<file path="src/hw/rtl/assert_macros.svh">
// Assertion macros shared by the command overlap matcher RTL.
// Each macro expects signals named clk and arst_n in the calling module.
`ifndef ASSERT_MACROS_SVH
`define ASSERT_MACROS_SVH

// Clocked check, disabled while reset is asserted
`define ASSERT_CLK(lbl, prop, msg) \
	lbl: assert property (@(posedge clk) disable iff (!arst_n) (prop)) else $error(msg);

// Condition in one cycle implies a condition in the next cycle
`define ASSERT_NEXT(lbl, pre, post, msg) \
	lbl: assert property (@(posedge clk) disable iff (!arst_n) (pre) |=> (post)) else $error(msg);

`endif

</file>
<file path="src/hw/rtl/cmdovl_pkg.sv">
// Package for the command overlap matcher: request/result types, the link
// record passed between cells, the command ROM and case folding.
// No dependencies.
`default_nettype none

package cmdovl_pkg;

	localparam int NUM_COMMANDS_DEF    = 12;
	localparam int MAX_COMMAND_LEN_DEF = 6;
	localparam int MASK_W              = 12;
	localparam int ROM_WIDTH           = 16;
	localparam int ROM_TXT_W           = ROM_WIDTH * 8;

	typedef struct packed {
		logic [7:0] char_code;
		logic       last;
		logic       empty_req;
	} req_t;

	typedef struct packed {
		logic [MASK_W-1:0] match_mask;
		logic              any_match;
	} res_t;

	// Record handed from cell to cell, one per request
	typedef struct packed {
		logic              valid;
		logic [7:0]        ch;      // already case folded
		logic              last;
		logic              empty;
		logic [6:0]        half;    // typed length / 2, meaningful on last
		logic [MASK_W-1:0] mask;
	} link_t;

	// Only A..Z fold to lower case
	function automatic logic [7:0] fold8(logic [7:0] c);
		logic [7:0] r;
		r = c;
		if (c >= 8'h41 && c <= 8'h5a) begin
			r = c + 8'h20;
		end
		return r;
	endfunction

	// Byte p of command k, zero past the end of the word
	function automatic logic [7:0] rom_char(int k, int p);
		logic [ROM_TXT_W-1:0] txt;
		int                   len;
		logic [7:0]           r;
		txt = '0;
		len = 0;
		r   = 8'h00;
		case (k)
			0: begin txt = ROM_TXT_W'("help");   len = 4; end
			1: begin txt = ROM_TXT_W'("h");      len = 1; end
			2: begin txt = ROM_TXT_W'("find");   len = 4; end
			3: begin txt = ROM_TXT_W'("clear");  len = 5; end
			4: begin txt = ROM_TXT_W'("quit");   len = 4; end
			5: begin txt = ROM_TXT_W'("q");      len = 1; end
			6: begin txt = ROM_TXT_W'("f");      len = 1; end
			7: begin txt = ROM_TXT_W'("total");  len = 5; end
			8: begin txt = ROM_TXT_W'("back");   len = 4; end
			9: begin txt = ROM_TXT_W'("b");      len = 1; end
			10: begin txt = ROM_TXT_W'("author"); len = 6; end
			11: begin txt = ROM_TXT_W'("story");  len = 5; end
			default: begin txt = '0; len = 0; end
		endcase
		if (p >= 0 && p < len) begin
			r = txt[(len - 1 - p) * 8 +: 8];
		end
		return r;
	endfunction

endpackage

`default_nettype wire

</file>
<file path="src/hw/rtl/command_char_overlap_matcher_unit.sv">
// Command word overlap matcher. Takes one character request per cycle and
// sustains one request per clock unless held; each request travels down a
// chain of one cell per command, and a word's result is loaded into the
// output register as its last request leaves the chain. The chain only holds
// when a result waits on a stalled output and the tail has the next result.
// Matching ignores ASCII case (A..Z only); typed length saturates at 255.
`default_nettype none
`include "assert_macros.svh"

module command_char_overlap_matcher_unit #(
	parameter int NUM_COMMANDS    = cmdovl_pkg::NUM_COMMANDS_DEF,
	parameter int MAX_COMMAND_LEN = cmdovl_pkg::MAX_COMMAND_LEN_DEF
) (
	input  wire logic             clk,
	input  wire logic             arst_n,
	input  wire logic             char_valid,
	output logic                  char_stall,
	input  wire cmdovl_pkg::req_t chr,
	output logic                  result_valid,
	input  wire logic             result_stall,
	output cmdovl_pkg::res_t      result
);
	import cmdovl_pkg::*;

	link_t lnk [NUM_COMMANDS+1];
	logic  adv;
	logic  tail_res;
	logic  res_valid_q;
	res_t  res_q;

	// the chain moves unless its tail result would overrun a held result
	assign tail_res = lnk[NUM_COMMANDS].valid && lnk[NUM_COMMANDS].last;
	assign adv      = !(res_valid_q && result_stall && tail_res);

	cmdovl_head u_head (
		.clk        (clk),
		.arst_n     (arst_n),
		.adv        (adv),
		.char_valid (char_valid),
		.char_stall (char_stall),
		.chr        (chr),
		.lnk_out    (lnk[0])
	);

	for (genvar k = 0; k < NUM_COMMANDS; k++) begin : g_cell
		cmdovl_cell #(
			.IDX             (k),
			.MAX_COMMAND_LEN (MAX_COMMAND_LEN)
		) u_cell (
			.clk     (clk),
			.arst_n  (arst_n),
			.adv     (adv),
			.lnk_in  (lnk[k]),
			.lnk_out (lnk[k+1])
		);
	end

	// output register
	always_ff @(posedge clk or negedge arst_n) begin
		if (!arst_n) begin
			res_valid_q <= 1'b0;
		end else if (adv && tail_res) begin
			res_valid_q      <= 1'b1;
			res_q.match_mask <= lnk[NUM_COMMANDS].mask;
			res_q.any_match  <= (lnk[NUM_COMMANDS].mask != '0);
		end else if (!result_stall) begin
			res_valid_q <= 1'b0;
		end
	end

	assign result_valid = res_valid_q;
	assign result       = res_q;

	`ASSERT_CLK(a_res_from_last, $rose(result_valid) |-> $past(tail_res), "result raised without a last request at the chain tail")
	`ASSERT_CLK(a_any_consistent, result_valid |-> (result.any_match == (result.match_mask != '0)), "any_match disagrees with match_mask")
	`ASSERT_CLK(a_hold_only_on_block, !adv |-> (result_valid && result_stall), "chain held without a blocked result")

endmodule

`default_nettype wire

</file>
<file path="src/hw/rtl/cmdovl_head.sv">
// Head of the cell chain: folds the incoming character, keeps the typed
// length and launches one link record per accepted request. Uses cmdovl_pkg.
`default_nettype none

module cmdovl_head (
	input  wire logic           clk,
	input  wire logic           arst_n,
	input  wire logic           adv,
	input  wire logic           char_valid,
	output logic                char_stall,
	input  wire cmdovl_pkg::req_t    chr,
	output cmdovl_pkg::link_t   lnk_out
);
	import cmdovl_pkg::*;

	logic [7:0] len_q;
	logic [7:0] len_nx;
	logic       take;
	link_t      lnk_q;

	assign char_stall = !adv;
	assign take       = char_valid && adv;

	// saturating length including this character
	always_comb begin
		len_nx = len_q;
		if (!chr.empty_req && len_q != 8'hff) begin
			len_nx = len_q + 8'd1;
		end
	end

	always_ff @(posedge clk or negedge arst_n) begin
		if (!arst_n) begin
			len_q       <= '0;
			lnk_q.valid <= 1'b0;
		end else if (adv) begin
			lnk_q.valid <= char_valid;
			lnk_q.ch    <= fold8(chr.char_code);
			lnk_q.last  <= chr.last;
			lnk_q.empty <= chr.empty_req;
			lnk_q.half  <= len_nx[7:1];
			lnk_q.mask  <= '0;
			if (take) begin
				len_q <= chr.last ? 8'd0 : len_nx;
			end
		end
	end

	assign lnk_out = lnk_q;

endmodule

`default_nettype wire

</file>
<file path="src/hw/rtl/cmdovl_cell.sv">
// One matcher cell: holds the claim bits and overlap count of one command,
// updates them from the passing request and forwards the link record.
// Uses cmdovl_pkg and assert_macros.svh.
`default_nettype none
`include "assert_macros.svh"

module cmdovl_cell #(
	parameter int IDX             = 0,
	parameter int MAX_COMMAND_LEN = cmdovl_pkg::MAX_COMMAND_LEN_DEF
) (
	input  wire logic               clk,
	input  wire logic               arst_n,
	input  wire logic               adv,
	input  wire cmdovl_pkg::link_t  lnk_in,
	output cmdovl_pkg::link_t       lnk_out
);
	import cmdovl_pkg::*;

	localparam int CNT_W = $clog2(MAX_COMMAND_LEN + 1);

	logic [MAX_COMMAND_LEN-1:0] claimed_q;
	logic [CNT_W-1:0]           count_q;
	logic [MAX_COMMAND_LEN-1:0] eq;
	logic [MAX_COMMAND_LEN-1:0] pick;
	logic                       claim;
	logic [CNT_W-1:0]           count_nx;
	logic [MASK_W-1:0]          mask_nx;
	link_t                      lnk_nx;
	link_t                      lnk_q;

	// compare against each ROM position of this command
	for (genvar p = 0; p < MAX_COMMAND_LEN; p++) begin : g_pos
		localparam logic [7:0] RC = fold8(rom_char(IDX, p));
		assign eq[p] = (RC != 8'h00) && (lnk_in.ch == RC) && !claimed_q[p];
	end

	// lowest free equal position wins
	assign pick     = eq & ~(eq - MAX_COMMAND_LEN'(1));
	assign claim    = !lnk_in.empty && (eq != '0);
	assign count_nx = count_q + CNT_W'(claim);

	// match bit for this command, only inside the reported mask
	if (IDX < MASK_W) begin : g_bit
		logic hit;
		assign hit = ({{(8 - CNT_W){1'b0}}, count_nx} > {1'b0, lnk_in.half});
		always_comb begin
			mask_nx      = lnk_in.mask;
			mask_nx[IDX] = hit;
		end
	end else begin : g_nobit
		assign mask_nx = lnk_in.mask;
	end

	// record handed on, carrying this command's mask bit
	always_comb begin
		lnk_nx      = lnk_in;
		lnk_nx.mask = mask_nx;
	end

	always_ff @(posedge clk or negedge arst_n) begin
		if (!arst_n) begin
			claimed_q   <= '0;
			count_q     <= '0;
			lnk_q.valid <= 1'b0;
		end else if (adv) begin
			lnk_q <= lnk_nx;
			if (lnk_in.valid) begin
				if (lnk_in.last) begin
					claimed_q <= '0;
					count_q   <= '0;
				end else if (claim) begin
					claimed_q <= claimed_q | pick;
					count_q   <= count_nx;
				end
			end
		end
	end

	assign lnk_out = lnk_q;

	`ASSERT_CLK(a_count_tracks_claims, $countones(claimed_q) == int'(count_q), "overlap count differs from claimed positions")
	`ASSERT_NEXT(a_clear_after_last, adv && lnk_in.valid && lnk_in.last, claimed_q == '0 && count_q == '0, "cell state not cleared after last request")

endmodule

`default_nettype wire

</file>
<file path="config.mk">
export PLATFORM = sky130hd
export DESIGN_NAME = command_char_overlap_matcher_unit
export DESIGN_NICKNAME = d
export VERILOG_FILES = /design/src/hw/rtl/cmdovl_pkg.sv /design/src/hw/rtl/command_char_overlap_matcher_unit.sv /design/src/hw/rtl/cmdovl_head.sv /design/src/hw/rtl/cmdovl_cell.sv
export VERILOG_INCLUDE_DIRS = /design/src /design/src/hw/rtl
export SDC_FILE = /design/constraint.sdc
export NUM_CORES = 1
export LEC_CHECK = 0
export BUFFER_PORTS_ARGS = -buffer_cell sky130_fd_sc_hd__buf_2
export CORE_MARGIN = 2
export CORE_UTILIZATION = 55
export DETAILED_ROUTE_END_ITERATION = 6
export GPL_TIMING_DRIVEN = 0
export HOLD_SLACK_MARGIN = 0.02
export MAX_ROUTING_LAYER = met4
export PLACE_DENSITY = 0.74
export REMOVE_ABC_BUFFERS = 1
export SYNTH_ARGS = -nofsm -noshare
export SYNTH_HDL_FRONTEND = slang
export SYNTH_SLANG_ARGS = --single-unit
</file>
<file path="constraint.sdc">
create_clock -name clk -period 8.8 [get_ports clk]
set_clock_uncertainty 0.05 [all_clocks]
set_input_delay 2.64 -clock clk [delete_from_list [all_inputs] [get_ports clk]]
set_output_delay 2.64 -clock clk [all_outputs]
set_load 0.03 [all_outputs]
</file>
### Word level (Yosys, flattened, before mapping)

Cells that the tools add are included.

* bitwise operators: 37
* reductions and logical operators: 153
* add/subtract/negate cells: 26
* magnitude comparators: 14
* mux-type cells: 53
* equal/unequal tests: 42

Operator list (count)
* $eq 8x7->1 const B: 40
* $mux 6: 24
* $gt 3x7->1: 12
* $mux 3: 24
* $not 6->6: 12
* $or 6x6->6: 12
* $logic_and 1x1->1: 60
* $logic_not 1->1: 55
* $reduce_bool 6->1: 8
* $reduce_and 3->1: 13
* $add 3x1->3: 12
* $reduce_bool 2->1: 13
* $and 1x6->6: 4
* $and 4x6->6: 4
* $mux 8: 3
* $sub 4x1->5 const B: 4
* $and 5x6->6: 3
* $sub 5x1->6 const B: 3
* $reduce_bool 12->1: 1
* $add 8x1->8 const B: 1
* $add 8x6->8 const B: 1
* $ge 8x7->1 const B: 1
* $le 8x7->1 const B: 1
* $ne 8x8->1 const B: 1
* 7 further kinds: 13

* logic and storage cells: 428
* flip-flop bits (word level): 426
* input port bits: 14
* output and inout port bits: 15

### Longest topological paths before layout

Gate-level depths: netlist (run 1).

* depth after elaboration: 8
* gate-level depth with buffers: 13
* mapped depth without buffers: 12

### Hierarchy

Synthesis (run 1) repeated with hierarchy kept, for this count alone.

* cells, all modules: 1223
* area, all modules: 19082.1 um^2

Modules (own cells, without submodules)
* cmdovl_cell (g_cell[1].u_cell ...): cells each 75, sequential area each 996.0 um^2, area an instance 1301.2 um^2, times used 2
* cmdovl_cell (g_cell[10].u_cell): cells each 110, sequential area each 1121.1 um^2, area an instance 1594.0 um^2, times used 1
* cmdovl_cell (g_cell[11].u_cell): cells each 103, sequential area each 1096.1 um^2, area an instance 1542.7 um^2, times used 1
* cmdovl_cell (g_cell[3].u_cell): cells each 97, sequential area each 1096.1 um^2, area an instance 1519.0 um^2, times used 1
* cmdovl_cell (g_cell[7].u_cell): cells each 97, sequential area each 1096.1 um^2, area an instance 1515.2 um^2, times used 1
* cmdovl_cell (g_cell[8].u_cell): cells each 98, sequential area each 1071.0 um^2, area an instance 1505.2 um^2, times used 1
* cmdovl_cell (g_cell[4].u_cell): cells each 98, sequential area each 1071.0 um^2, area an instance 1498.9 um^2, times used 1
* cmdovl_cell (g_cell[0].u_cell): cells each 98, sequential area each 1071.0 um^2, area an instance 1490.2 um^2, times used 1
* cmdovl_cell (g_cell[2].u_cell): cells each 95, sequential area each 1071.0 um^2, area an instance 1472.7 um^2, times used 1
* cmdovl_head: cells each 111, sequential area each 735.7 um^2, area an instance 1303.8 um^2, times used 1
* cmdovl_cell (g_cell[5].u_cell): cells each 70, sequential area each 996.0 um^2, area an instance 1290.0 um^2, times used 1
* cmdovl_cell (g_cell[6].u_cell): cells each 74, sequential area each 996.0 um^2, area an instance 1283.7 um^2, times used 1
* command_char_overlap_matcher_unit: cells each 22, sequential area each 415.4 um^2, area an instance 464.2 um^2, times used 1

### Least setup slack after synthesis (run 1)

No wires, ideal clock.

* path kind: input to register
* from: input result_stall
* to: register g_cell[0].u_cell.lnk_q (netlist bit g_cell[0].u_cell.lnk_out[0]) (enable)
* slack: -2.019 ns
* arrival time: 10.091 ns
* setup time: 0.679 ns
* cell stages on the path: 5
* buffers on the path: 3
* data required time: 8.071 ns
* cell sequence: nand4_1 > clkbuf_1 > clkbuf_1 > clkbuf_1 > and2_1

* word-level cells in the longest chain between the ends: 4

RTL lines
* start, declared: RTL line command_char_overlap_matcher_unit.sv:20 `input wire logic result_stall,`
* $logic_and 1x1->1 (2 in series): RTL line command_char_overlap_matcher_unit.sv:33 `assign adv = !(res_valid_q && result_stall && tail_res);`
* $not 1->1 (no line)
* $reduce_and 2->1 (no line)
* end signal, assigned: RTL line cmdovl_cell.sv:66 `lnk_q <= lnk_nx;`
* end, declared: RTL line cmdovl_cell.sv:29 `link_t lnk_q;`

Every way passes these cells.
A chain may end at the register's enable or synchronous reset.

### Final worst setup path (run 1)

* from: input result_stall
* to: output char_stall

* word-level cells in the longest chain between the ends: 2

RTL lines
* $logic_and 1x1->1 (2 in series): RTL line command_char_overlap_matcher_unit.sv:33
* end, declared: RTL line command_char_overlap_matcher_unit.sv:17 `output logic char_stall,`

Every way passes these cells.

==> results of run 1 <==
==> stage by stage <==
| step | std cells | instance area, sq um | total power [mW] |
|---|---|---|---|
| floorplan | 1052 | 15610 | 2.589 |
| global placement | 1458 | 16220 | 2.689 |
| detailed placement | 1463 | 16360 | 2.686 |
| CTS | 1535 | 17590 | 4.268 |
| global route | 1536 | 17610 | 4.410 |
| finish | 1536 | 17610 | 4.220 |
==> registers in the layout (all words and copies together), names as in the netlist <==
| register | count |
|---|---|
| g_cell.u_cell.lnk_out | 278 |
| g_cell.u_cell.claimed_q | 41 |
| g_cell.u_cell.count_q | 36 |
| u_head.lnk_out | 18 |
| result | 13 |
| u_head.len_q | 8 |
| result_valid | 1 |
==> cells in the mapped netlist, drive strengths merged, types with 2 or more instances <==
master	count	area share, %
edfxtp	296	57
dfrtp	99	16
nand2	85	2.0
inv	69	1.7
ha	62	5.0
nor2	56	1.3
a21oi	44	1.4
o21ai	42	1.4
nand3	27	0.86
a22oi	16	0.77
a31oi	16	0.64
nor3	15	0.48
nor4b	15	0.84
or4	15	0.72
a21o	13	0.62
clkbuf	13	0.32
xor2	13	0.73
a311oi	12	0.67
nand2b	12	0.48
o21a	12	0.58
mux2i	11	0.70
nor2b	11	0.44
nor3b	11	0.53
o31ai	9	0.43
nor4	8	0.32
and2	7	0.28
and3	7	0.28
a22o	6	0.34
o22ai	6	0.24
a41oi	5	0.33
nand4	5	0.20
nand4b	5	0.28
nor4bb	5	0.32
a221o	4	0.26
or4b	4	0.28
xnor2	4	0.22
nand3b	3	0.22
or2	3	0.14
or4bb	3	0.22
a2bb2oi	2	0.11
or3	2	0.080
==> routing by layer <==
| metal | part of all wire (%) | routed length, microns | GRT usage (%) | vias to the layer above |
|---|---|---|---|---|
| li1 | - | - | - | 4175 |
| met1 | 39 | 9055 | 17.35 | 4176 |
| met2 | 55 | 12850 | 30.51 | 128 |
| met3 | 3.7 | 859 | 2.880 | 40 |
| met4 | 2.1 | 486 | 5.438 | 0 |
| met5 | 0 | 0 | - | - |
==> cells by family after synthesis <==
kind of cell,share of synthesized area [%]
multiplexers,0.7750
buffers and inverters,1.997
AO/OA/AOI/OAI,8.166
adder cells (fa/ha/maj),4.954
XOR/XNOR,0.9508
flip-flops,72.58
AND/OR/NAND/NOR,10.58
==> placed cells by master, fill, tap and decap left out, types with 12 or more instances in the layout <==
cell	count
a31oi_1	16
a21oi_1	44
nand3_1	27
xor2_1	13
edfxtp_1	296
clkbuf_16	40
or4_1	15
nand2_1	85
o21ai_0	40
clkbuf_1	12
ha_1	62
a311oi_1	12
nand2b_1	12
a22oi_1	16
a21o_1	13
dfrtp_1	99
nor2_1	56
buf_2	27
nor4b_1	15
nor3_1	15
o21a_1	12
inv_1	69
==> power breakdown <==
group	switching, mW	leakage, nW	internal (mW)
registers	0.105	4.24	2.23
logic	0.212	2.19	0.104
clock network	0.651	0.603	0.923
==> how the worst min path moves through the flow <==
stage	start	endpoint	slack [ns]	cells past startpoint
after floorplan	g_cell[9].u_cell.lnk_out[0]	g_cell[10].u_cell.lnk_out[0]	0.35	0
after global placement	g_cell[10].u_cell.lnk_out[10]	g_cell[11].u_cell.lnk_out[10]	0.35	0
after detailed placement	g_cell[9].u_cell.lnk_out[9]	g_cell[10].u_cell.lnk_out[9]	0.35	0
after CTS	g_cell[3].u_cell.lnk_out[2]	g_cell[4].u_cell.lnk_out[2]	0.35	0
after global routing	g_cell[4].u_cell.lnk_out[0]	g_cell[5].u_cell.lnk_out[0]	0.37	0
final	g_cell[3].u_cell.lnk_out[2]	g_cell[4].u_cell.lnk_out[2]	0.35	0
==> layout make-up <==
class / count / share of cell area (%)
multi-input cells: 588 / 22.63
inverters: 69 / 1.471
clock inverters: 17 / 0.8031
flip-flops and latches: 395 / 64.56
clock buffers: 55 / 6.176
repair buffers: 34 / 1.677
well taps: 378 / 2.686
==> impl_metrics.json, run 1 <==
{
  "hp-class": "reg2reg",
  "r2r_cells": 11,
  "synthCells": 1066,
  "cts-resized-gates": 0,
  "post-route-worst-setup-slack_ns": 1.849,
  "num_rows": 61,
  "first_pass_iters": 5,
  "core_sq_um": 27930,
  "ys_seq_area_share_pct": 72.58,
  "ir_drop_uv": 146.3,
  "hold_viol_final": 0,
  "worst_path_largest_cell_delay_ns": 0.46,
  "rsz0062_at_grt": "no",
  "synthArstFlopShare_pct": 25.06,
  "drive_gt1_share_pct": 8.463,
  "wl_microns": 23250,
  "ys_warn_count": 0,
  "clk_latency_ns": 0.53,
  "antenna_found_initial": 0,
  "clk_path_buf_depth": 3,
  "critPathTopFamily": "buffers and inverters",
  "die_x_microns": 172.7,
  "grt_pass1_wl_microns": 39100,
  "io_pins": 29,
  "rrSetupSlack_ns": 5.82,
  "worstPathMaxFanout": 21,
  "relSlewSlack_pct": 24.53,
  "vias": 8519,
  "startpoint": "result_stall",
  "viasPerCell": 5.546,
  "area.sequential_sq_um": 11370,
  "fin_nets": 1203,
  "postCtsHoldBufs": 0,
  "cts_tree": "yes",
  "grt_pass1_vias": 8593,
  "synth-seq-cells": 395,
  "gp_congestion": 0.8467,
  "chipHeight_microns": 172.7,
  "drv_cap": 0,
  "synth.avg_cell_area_sq_um": 14.69,
  "synth_area_sq_um": 15660,
  "gr-usage-all-layers_pct": 16.30,
  "multi_input_area_sq_um": 3984,
  "ant_nets": 0,
  "pre_cts_slack_ns": 1.088,
  "crit_chain": "buf_2 -> nand4_1 -> buf_8 -> inv_1 -> buf_2",
  "path_buf_inv": 4,
  "dieArea_sq_um": 29840,
  "fin_crit_sh_pct": 78.99,
  "drtIter0Drc": 549,
  "area_growth_pct": 12.42,
  "tightestPinTransition_ns": 1.132,
  "finalCriticalPeriod_ns": 6.951,
  "critPathRequiredTime_ns": 6.11,
  "leakagePower_nw": 7.031,
  "cts_sinks": 395,
  "htree_levels": 2,
  "tns_ns": 0,
  "post_cts_buffers": 0,
  "wl_per_cell_microns": 15.14,
  "gr-total-overflow": 0,
  "ys_types": 62,
  "diodes": 0,
  "max_freq_ghz": 0.1439,
  "start_util_pct": 56.06,
  "cts.clk_slew.worst_paths_ns": 0.06,
  "synth_edf_count": 296,
  "post-route-util_pct": 63.03,
  "cts_made_buffers": 39,
  "start_kind": "primary input",
  "ys.flop_type": "edfxtp_1",
  "p_per_area_nw_per_um2": 239.7,
  "slew_violations": 0,
  "place_hpwl_microns": 15280,
  "cts_root_buffer": "clkbuf_16",
  "io_buffers": 28,
  "end_kind": "output port",
  "critPathSlowestCell": "nand4_1",
  "crit_top_cell": "buf_2",
  "crit_end": "char_stall",
  "grt_start_max_net_pins": 74,
  "setup_viol": 0,
  "path_class": "in2out",
  "status": "complete, no violations",
  "worstReg2RegStart": "g_cell[9].u_cell.lnk_out[21]",
  "nFillCells": 2018,
  "r2r-end": "g_cell[10].u_cell.lnk_out[10]",
  "path_depth": 5,
  "holdWs_ns": 0.3541,
  "route.detailed.drc": 0,
  "cp.arrival_ns": 4.26
}
No activity file was read; power rests on OpenSTA's default activity.
==> inputs of run 2 (changes only) <==
PLACE_DENSITY = 0.71   (was 0.74)
clock period = 6.9 ns   (was 8.8 ns; I/O delays follow)
==> impl_metrics.json, run 2 (synthesis results as in run 1) <==
{
  "chipHeight_microns": 172.7,
  "path_class": "in2out",
  "clk_path_buf_depth": 3,
  "cts.clk_slew.worst_paths_ns": 0.06,
  "io_pins": 29,
  "holdCritStartpoint": "g_cell[7].u_cell.lnk_out[4]",
  "min_to": "g_cell[8].u_cell.lnk_out[4]",
  "drive_gt1_share_pct": 9.310,
  "final_common_cell": "edfxtp_1",
  "end_kind": "output port",
  "wl_met1_microns": 9232,
  "cp.arrival_ns": 3.62,
  "num_rows": 61,
  "wl_met2_microns": 12900,
  "vias": 8518,
  "io_buffers": 28,
  "tightestPinTransition_ns": 1.125,
  "worstPathMaxFanout": 23,
  "fin_crit_sh_pct": 83.19,
  "wl_microns": 23400,
  "ant_nets": 0,
  "relSlewSlack_pct": 24.99,
  "cts_made_buffers": 40,
  "finalCriticalPeriod_ns": 5.740,
  "start_kind": "primary input",
  "viasPerCell": 5.538,
  "slew_violations": 0,
  "grt_start_max_net_pins": 68,
  "drtIter0Drc": 549,
  "postCtsHoldBufs": 0,
  "rrSetupSlack_ns": 3.84,
  "grt_pass1_wl_microns": 40410,
  "max_freq_ghz": 0.1742,
  "gp_congestion": 0.8437,
  "p_per_area_nw_per_um2": 314.6,
  "first_pass_iters": 5,
  "grt_pass1_vias": 8727,
  "mostFrequentLayoutCells": "edfxtp_1, dfrtp_1, nand2_1",
  "wl_met3_microns": 695,
  "area_growth_pct": 13.31,
  "post-route-worst-setup-slack_ns": 1.160,
  "ir_drop_uv": 207.7,
  "route.detailed.drc": 0,
  "leakagePower_nw": 7.109,
  "cts-resized-gates": 0,
  "status": "complete, no violations",
  "core_sq_um": 27930,
  "place_area_sq_um": 16350,
  "tns_ns": 0,
  "clk_latency_ns": 0.54,
  "worstReg2RegStart": "g_cell[7].u_cell.lnk_out[24]",
  "rsz0062_at_grt": "no",
  "wl_per_cell_microns": 15.21,
  "place_hpwl_microns": 15250,
  "gr-usage-all-layers_pct": 16.81,
  "drv_cap": 0,
  "fin_area_sq_um": 17740,
  "die_x_microns": 172.7,
  "r2r-end": "g_cell[8].u_cell.lnk_out[8]",
  "cts_root_buffer": "clkbuf_16",
  "htree_levels": 2,
  "dieArea_sq_um": 29840,
  "start_util_pct": 56.06,
  "critPathRequiredTime_ns": 4.78,
  "fin_nets": 1204,
  "r2r_cells": 10,
  "hold_depth": 0,
  "antenna_found_initial": 0,
  "highest_layer": "met4",
  "post_cts_buffers": 0,
  "cts_sinks": 395,
  "hold_viol_final": 0,
  "pre_cts_slack_ns": 0.3787,
  "hp-class": "reg2reg",
  "cts_tree": "yes",
  "gr-total-overflow": 0,
  "diodes": 0,
  "setup_viol": 0,
  "largest_reg_flops": 278
}
[run 2: changes by cell type in the layout (fill, tap and decap cells not counted), moves of 2 or more]
| cell | delta |
|---|---|
| clkbuf_16 | +2 |
| clkbuf_8 | +2 |
| bufinv_16 | +3 |
| clkinv_2 | +2 |
| clkbuf_1 | -7 |
[run 2: per-layer routing]
layer | up-vias | GRT usage (%)
met3 | 54 | 2.661
li1 | 4176 | -
met5 | - | -
met2 | 121 | 31.26
met1 | 4167 | 18.31
met4 | 0 | 5.579
[run 2: area by class of cell]
type	instances	area (sq um)
inverter	69	259.0
fill	2050	10190
tap	378	473.0
timing repair buffer	34	287.8
multi-input combinational	588	3984
clock buffer	52	1139
sequential	395	11370
clock inverter	22	236.5
[run 2: how the worst max path moves through the flow]
stage            startpoint                     endpoint  slack, ns  cells after the start
2_1_floorplan  result_stall  g_cell[0].u_cell.lnk_out[0]      -2.94                      2
3_3_place_gp         arst_n           u_head.lnk_out[18]      -6.46                      2
3_5_place_dp   result_stall                   char_stall       0.38                      4
4_1_cts        result_stall                   char_stall       0.35                      4
5_1_grt        result_stall                   char_stall       1.08                      5
6_report       result_stall                   char_stall       1.16                      5
[run 2: critical path, stage by stage]
cell and delay, ns:
buf_2 0.10, nand4_1 0.40, buf_8 0.33, inv_1 0.41, buf_2 0.30
[run 2: through the flow]
stage          utilization (%)  std cells  hold slack [ns]  power [mW]
2_1_floorplan                -       1052           0.3503       3.301
3_3_place_gp             58.06       1458           0.3514       3.433
3_5_place_dp             58.55       1463           0.3545       3.422
4_1_cts                  63.47       1537           0.3656       5.645
5_1_grt                  63.52       1538           0.3693       5.827
6_report                 63.52       1538           0.3656       5.583
[run 2: report_power, final]
part	internal [mW]	switching, mW
clock network	1.35	0.855
registers	2.84	0.134
logic	0.132	0.270
total	4.32	1.26
